### src/rtl/core/stsk_pkg.sv
// shared constants and types for the stirling number block
`default_nettype none

package stsk_pkg;

  localparam int MAX_N      = 64;
  localparam int VALUE_BITS = 64;
  localparam int FIELD_W    = 7;
  localparam int OUT_W      = 64;
  localparam int CELL_W     = $clog2(MAX_N + 1);
  localparam int IDX_W      = (CELL_W > FIELD_W) ? CELL_W : FIELD_W;
  localparam int SEL_W      = (MAX_N > 1) ? $clog2(MAX_N) : 1;
  localparam int PROD_W     = VALUE_BITS + IDX_W;

  // broadcast control for the cell row
  typedef struct packed {
    logic             clear;
    logic             run;
    logic [IDX_W-1:0] row;
    logic [IDX_W-1:0] last_col;
  } stsk_ctrl_t;

endpackage

`default_nettype wire

### src/rtl/core/stsk_cell.sv
// one column cell of the stirling table: holds S(i,j) for its column j
`default_nettype none

module stsk_cell
  import stsk_pkg::*;
(
  input  wire logic                  clk_i,
  input  wire stsk_ctrl_t            ctrl_i,
  input  wire logic [IDX_W-1:0]      col_i,
  input  wire logic [VALUE_BITS-1:0] left_i,
  output logic [VALUE_BITS-1:0]      val_o,
  output logic                       ovf_o
);

  logic [VALUE_BITS-1:0] val_q, val_d;
  logic [PROD_W-1:0]     prod;
  logic [VALUE_BITS:0]   sum;
  logic                  active, is_one, mul_ovf;

  assign active  = ctrl_i.run && (col_i <= ctrl_i.row) && (col_i <= ctrl_i.last_col);
  assign is_one  = (col_i == IDX_W'(1)) || (col_i == ctrl_i.row);
  assign prod    = PROD_W'(val_q) * PROD_W'(col_i);
  assign mul_ovf = |prod[PROD_W-1:VALUE_BITS];
  assign sum     = {1'b0, prod[VALUE_BITS-1:0]} + {1'b0, left_i};

  always_comb begin
    val_d = val_q;
    if (ctrl_i.clear) begin
      val_d = '0;
    end else if (active && is_one) begin
      val_d = VALUE_BITS'(1);
    end else if (active) begin
      val_d = sum[VALUE_BITS-1:0];
    end
  end

  always_ff @(posedge clk_i) begin
    val_q <= val_d;
  end

  assign val_o = val_q;
  assign ovf_o = active && !is_one && (mul_ovf || sum[VALUE_BITS]);

endmodule

`default_nettype wire

### config.mk
export PLATFORM = sky130hd
export DESIGN_NAME = stsk_cell
export DESIGN_NICKNAME = d
export VERILOG_FILES = /design/src/rtl/core/stsk_pkg.sv /design/src/rtl/core/stsk_cell.sv
export SDC_FILE = /design/constraint.sdc
export NUM_CORES = 1
export LEC_CHECK = 0
export ABC_AREA = 0
export BUFFER_PORTS_ARGS = -buffer_cell sky130_fd_sc_hd__buf_2
export CORE_MARGIN = 3
export CORE_UTILIZATION = 50
export DETAILED_ROUTE_END_ITERATION = 12
export GPL_ROUTABILITY_DRIVEN = 0
export HOLD_SLACK_MARGIN = 0.1
export PLACE_DENSITY = 0.77
export SYNTH_ARGS = -nofsm -noshare
export SYNTH_HDL_FRONTEND = slang
export SYNTH_SLANG_ARGS = --single-unit
### constraint.sdc
create_clock -name clk_i -period 10.65 [get_ports clk_i]
set_input_delay 0.5325 -clock clk_i [delete_from_list [all_inputs] [get_ports clk_i]]
set_output_delay 0.5325 -clock clk_i [all_outputs]
set_load 0.03 [all_outputs]
==> Implementation_results.wiki <==
{| class="wikitable"
! Metric !! Value
|-
| Share of the cycle needed by the critical path after routing || between 90% and 100%
|-
| Remaining routing DRC violations || 0
|-
| Number of violations reported at the end of detailed-routing iteration 0 || 1798
|-
| Max-cap check violation count || 0
|-
| Via count of the first global-routing pass || 20024
|-
| Drt first pass iters || 6
|-
| Hold-fix buffers, CTS || 0
|-
| Post CTS Setup Buffer Count || 0
|-
| Worst ir drop on vdd || approximately 0.16 mV
|-
| Placed insts || 3176
|-
| Sequential share of the synthesized area || 6.18%
|-
| Final WL || 63600 um
|-
| Synth area leader || sky130_fd_sc_hd__fa_1
|-
| Number of port buffers || 152
|-
| Mean post-synth cell area || 7.93 um^2
|-
| Category of the worst setup path launch point || primary input
|-
| Y dimension of the die || 210 um
|-
| TritonCTS clock tree || done
|-
| Die boundary width || between 200 and 250 um
|-
| Post-DP HPWL || 51600 um
|-
| Layout overhead on the synthesized area || 6.52%
|-
| Number of enable-type register cells in the synthesized netlist || 0
|-
| Post_cts resized || 0
|-
| Final Skew || 11.4 ps
|-
| Pwr dens || 314 nW/um^2
|-
| Antenna viol nets, final || 0
|-
| Total congestion overflow || 0
|-
| Number of synthesized register bits || 64
|-
| Critical Path End Type || output port
|-
| Clock-pin slew on the worst setup and hold paths || 60 ps
|-
| Fill count || 3744
|-
| Routed via count divided by cell count || approximately 6
|-
| Worst-skew pair later-pin latency || 360 ps
|-
| Arrival time reported for the critical path endpoint || 9560 ps
|-
| Final non-filler cell area || 22100 um^2
|-
| Cell at the root of the clock tree || sky130_fd_sc_hd__clkbuf_16
|-
| Slack of the worst reg-to-reg path || roughly 1900 ps
|-
| Diodes inserted || 0
|-
| Routed length per instance || 19.9 um
|-
| Core area || 40400 um^2
|-
| Final setup TNS || 0 ps
|-
| Time the worst path needs with I/O delays and setup || 10090 ps
|-
| Type of the worst setup path || primary input to output port
|-
| Hold Fails Final Rpt || 0
|-
| Count of endpoints failing setup in the final report || 0
|-
| Cts bufs inserted || 9
|-
| Total via count in the routed design || around 19000
|-
| Top cells by instance count after synthesis || 339 x sky130_fd_sc_hd__inv_1, 313 x sky130_fd_sc_hd__nand2_1, 310 x sky130_fd_sc_hd__fa_1
|-
| IO Pins || 153
|-
| Critical path data required time || 10120 ps
|-
| Top cell type's share of synthesized area || 29.9%
|-
| Maximum operating frequency || a little under 100 MHz
|-
| Pins over their slew limit || 0
|-
| Actual slew at the worst max-slew pin || between 1000 and 1500 ps
|-
| Max reg flops || 64
|-
| Post-synth ARST share || 0%
|-
| Antenna violations before repair || 0
|-
| Largest cells by area after synthesis || sky130_fd_sc_hd__fa_1 30%, sky130_fd_sc_hd__ha_1 10%, sky130_fd_sc_hd__and2_1 8.8%
|-
| Distinct cell type count of the synthesized netlist || 74
|-
| Most used cell along the critical path || sky130_fd_sc_hd__inv_1
|-
| Post-synthesis cell count || 2615
|-
| Floorplan row count || 73
|-
| Unrepaired setup endpoints after global routing || no
|-
| Placed Area || 21800 um^2
|-
| Post-synth design cell area || 20700 um^2
|-
| Number of non-filler instances in the completed layout || between 3000 and 4000
|-
| Hold Crit Class || primary input to flop
|-
| Starting density of the core || 51.4%
|-
| Worst max-slew margin expressed relative to the limit || between 20 and 25%
|-
| Ys flop type || sky130_fd_sc_hd__dfxtp_1
|-
| Layout Nets || 3228
|-
| Largest driver fanout on the critical path || 39
|-
| Number of levels the H-tree was split into || 3
|-
| Number of nets in the synthesized netlist || 3181
|-
| Critical-path cell with the highest stage delay || sky130_fd_sc_hd__o41ai_1
|-
| Pin count of the biggest net entering global routing || 52
|-
| Overall die area || between 40000 and 50000 um^2
|-
| Number of warnings reported in the yosys synthesis log || 0
|-
| Clock Tree Buf Depth || 2
|-
| Num Clock Sinks || 64
|-
| Run status || finished clean
|-
| Share of final-layout standard cells stronger than drive strength 1 || slightly above 7%
|-
| Wire length of the first global-routing pass || 104000 um
|-
| Critical path's largest stage delay || 920 ps
|-
| Static Leak || 10.9 nW
|-
| Combined global-route utilization of all metal layers || 29.1%
|-
| Cell with the most instances after synthesis || sky130_fd_sc_hd__inv_1
|}
[power by group]
part	switching (W)	leakage (nW)	total, W	internal [W]
clock	0.000127	0.154	0.000338	0.000211
combinational	0.00377	10.2	0.00610	0.00233
sequential	0.000191	0.523	0.000497	0.000307
total	0.00409	10.9	0.00694	0.00285
[cell families after synthesis]
family | after synthesis | share of synthesized area (%)
AND/OR/NAND/NOR | 944 | 22.7
AO/OA/AOI/OAI | 509 | 15.8
adder cells (fa/ha/maj) | 478 | 40.1
buffers and inverters | 465 | 8.43
XOR/XNOR | 114 | 4.82
flip-flops | 64 | 6.18
multiplexers | 41 | 2.02
[worst max-delay path, delay by kind of cell]
kind	cells	cell delay, ps
compound gates	8	3220
fa+ha+maj	6	2400
simple gates	8	1700
buf+inv	7	1500
xor+xnor	1	180
[per-layer routing]
metal | vias up | wire length, um | track usage, %
met2 | 932 | 30300 | 49.5
met1 | 9393 | 24500 | 35.9
met3 | 242 | 4840 | 3.47
met4 | 0 | 4020 | 16.3
li1 | 8644 | - | -
met5 | - | 0 | 0
[through the flow]
step                      hold slack (ps)  power (W)  setup slack [ps]  util (%)
final                                 547    0.00694               561      54.7
after global routing                  538    0.00760               209      54.7
after CTS                             508    0.00682               823      54.7
after detailed placement              582    0.00642               865      53.9
after global placement                573    0.00629              1050      53.9
after floorplan                       605    0.00498              2550         -
[layout by cell type (no fill, tap or decap), types with 9 or more instances in the layout]
| cell type | instances |
|---|---|
| sky130_fd_sc_hd__nor2b_1 | 17 |
| sky130_fd_sc_hd__and3_1 | 12 |
| sky130_fd_sc_hd__or3_1 | 10 |
| sky130_fd_sc_hd__inv_1 | 339 |
| sky130_fd_sc_hd__nor3_1 | 32 |
| sky130_fd_sc_hd__o211ai_1 | 12 |
| sky130_fd_sc_hd__nand2_1 | 313 |
| sky130_fd_sc_hd__xnor2_1 | 74 |
| sky130_fd_sc_hd__nand4_1 | 42 |
| sky130_fd_sc_hd__nand2b_1 | 10 |
| sky130_fd_sc_hd__o21ai_0 | 65 |
| sky130_fd_sc_hd__xor2_1 | 40 |
| sky130_fd_sc_hd__dfxtp_1 | 64 |
| sky130_fd_sc_hd__clkbuf_16 | 9 |
| sky130_fd_sc_hd__o21bai_1 | 27 |
| sky130_fd_sc_hd__fa_1 | 310 |
| sky130_fd_sc_hd__a211oi_1 | 12 |
| sky130_fd_sc_hd__and2_1 | 290 |
| sky130_fd_sc_hd__mux2i_1 | 38 |
| sky130_fd_sc_hd__nand3_1 | 30 |
| sky130_fd_sc_hd__a21o_1 | 63 |
| sky130_fd_sc_hd__a21oi_1 | 166 |
| sky130_fd_sc_hd__o21ai_1 | 36 |
| sky130_fd_sc_hd__o21a_1 | 28 |
| sky130_fd_sc_hd__nor2_1 | 154 |
| sky130_fd_sc_hd__buf_2 | 152 |
| sky130_fd_sc_hd__o31ai_1 | 9 |
| sky130_fd_sc_hd__ha_1 | 168 |
| sky130_fd_sc_hd__buf_4 | 10 |
| sky130_fd_sc_hd__a31oi_1 | 14 |
[path summary, 6_finish.rpt]
path	startpoint	endpoint	cells after the start
worst min-delay path	ctrl_i[15]	val_o[0]$_SDFFE_PP0P_	2
worst max-delay path	col_i[5]	ovf_o	30
worst min register to register	val_o[62]$_SDFFE_PP0P_	val_o[62]$_SDFFE_PP0P_	2
worst max register to register	val_o[5]$_SDFFE_PP0P_	val_o[62]$_SDFFE_PP0P_	27
[cell type report]
type / instances / area [um^2] / share of cell area [%]
repair buffers: 162 / 836 / 3.78
well taps: 525 / 657 / 2.97
clock buffers: 13 / 250 / 1.13
clock inverters: 3 / 65.1 / 0.295
inverters: 339 / 1270 / 5.76
flip-flops and latches: 64 / 1280 / 5.80
multi-input cells: 2086 / 17700 / 80.2
Note: power is estimated with default switching activity, not from simulation.
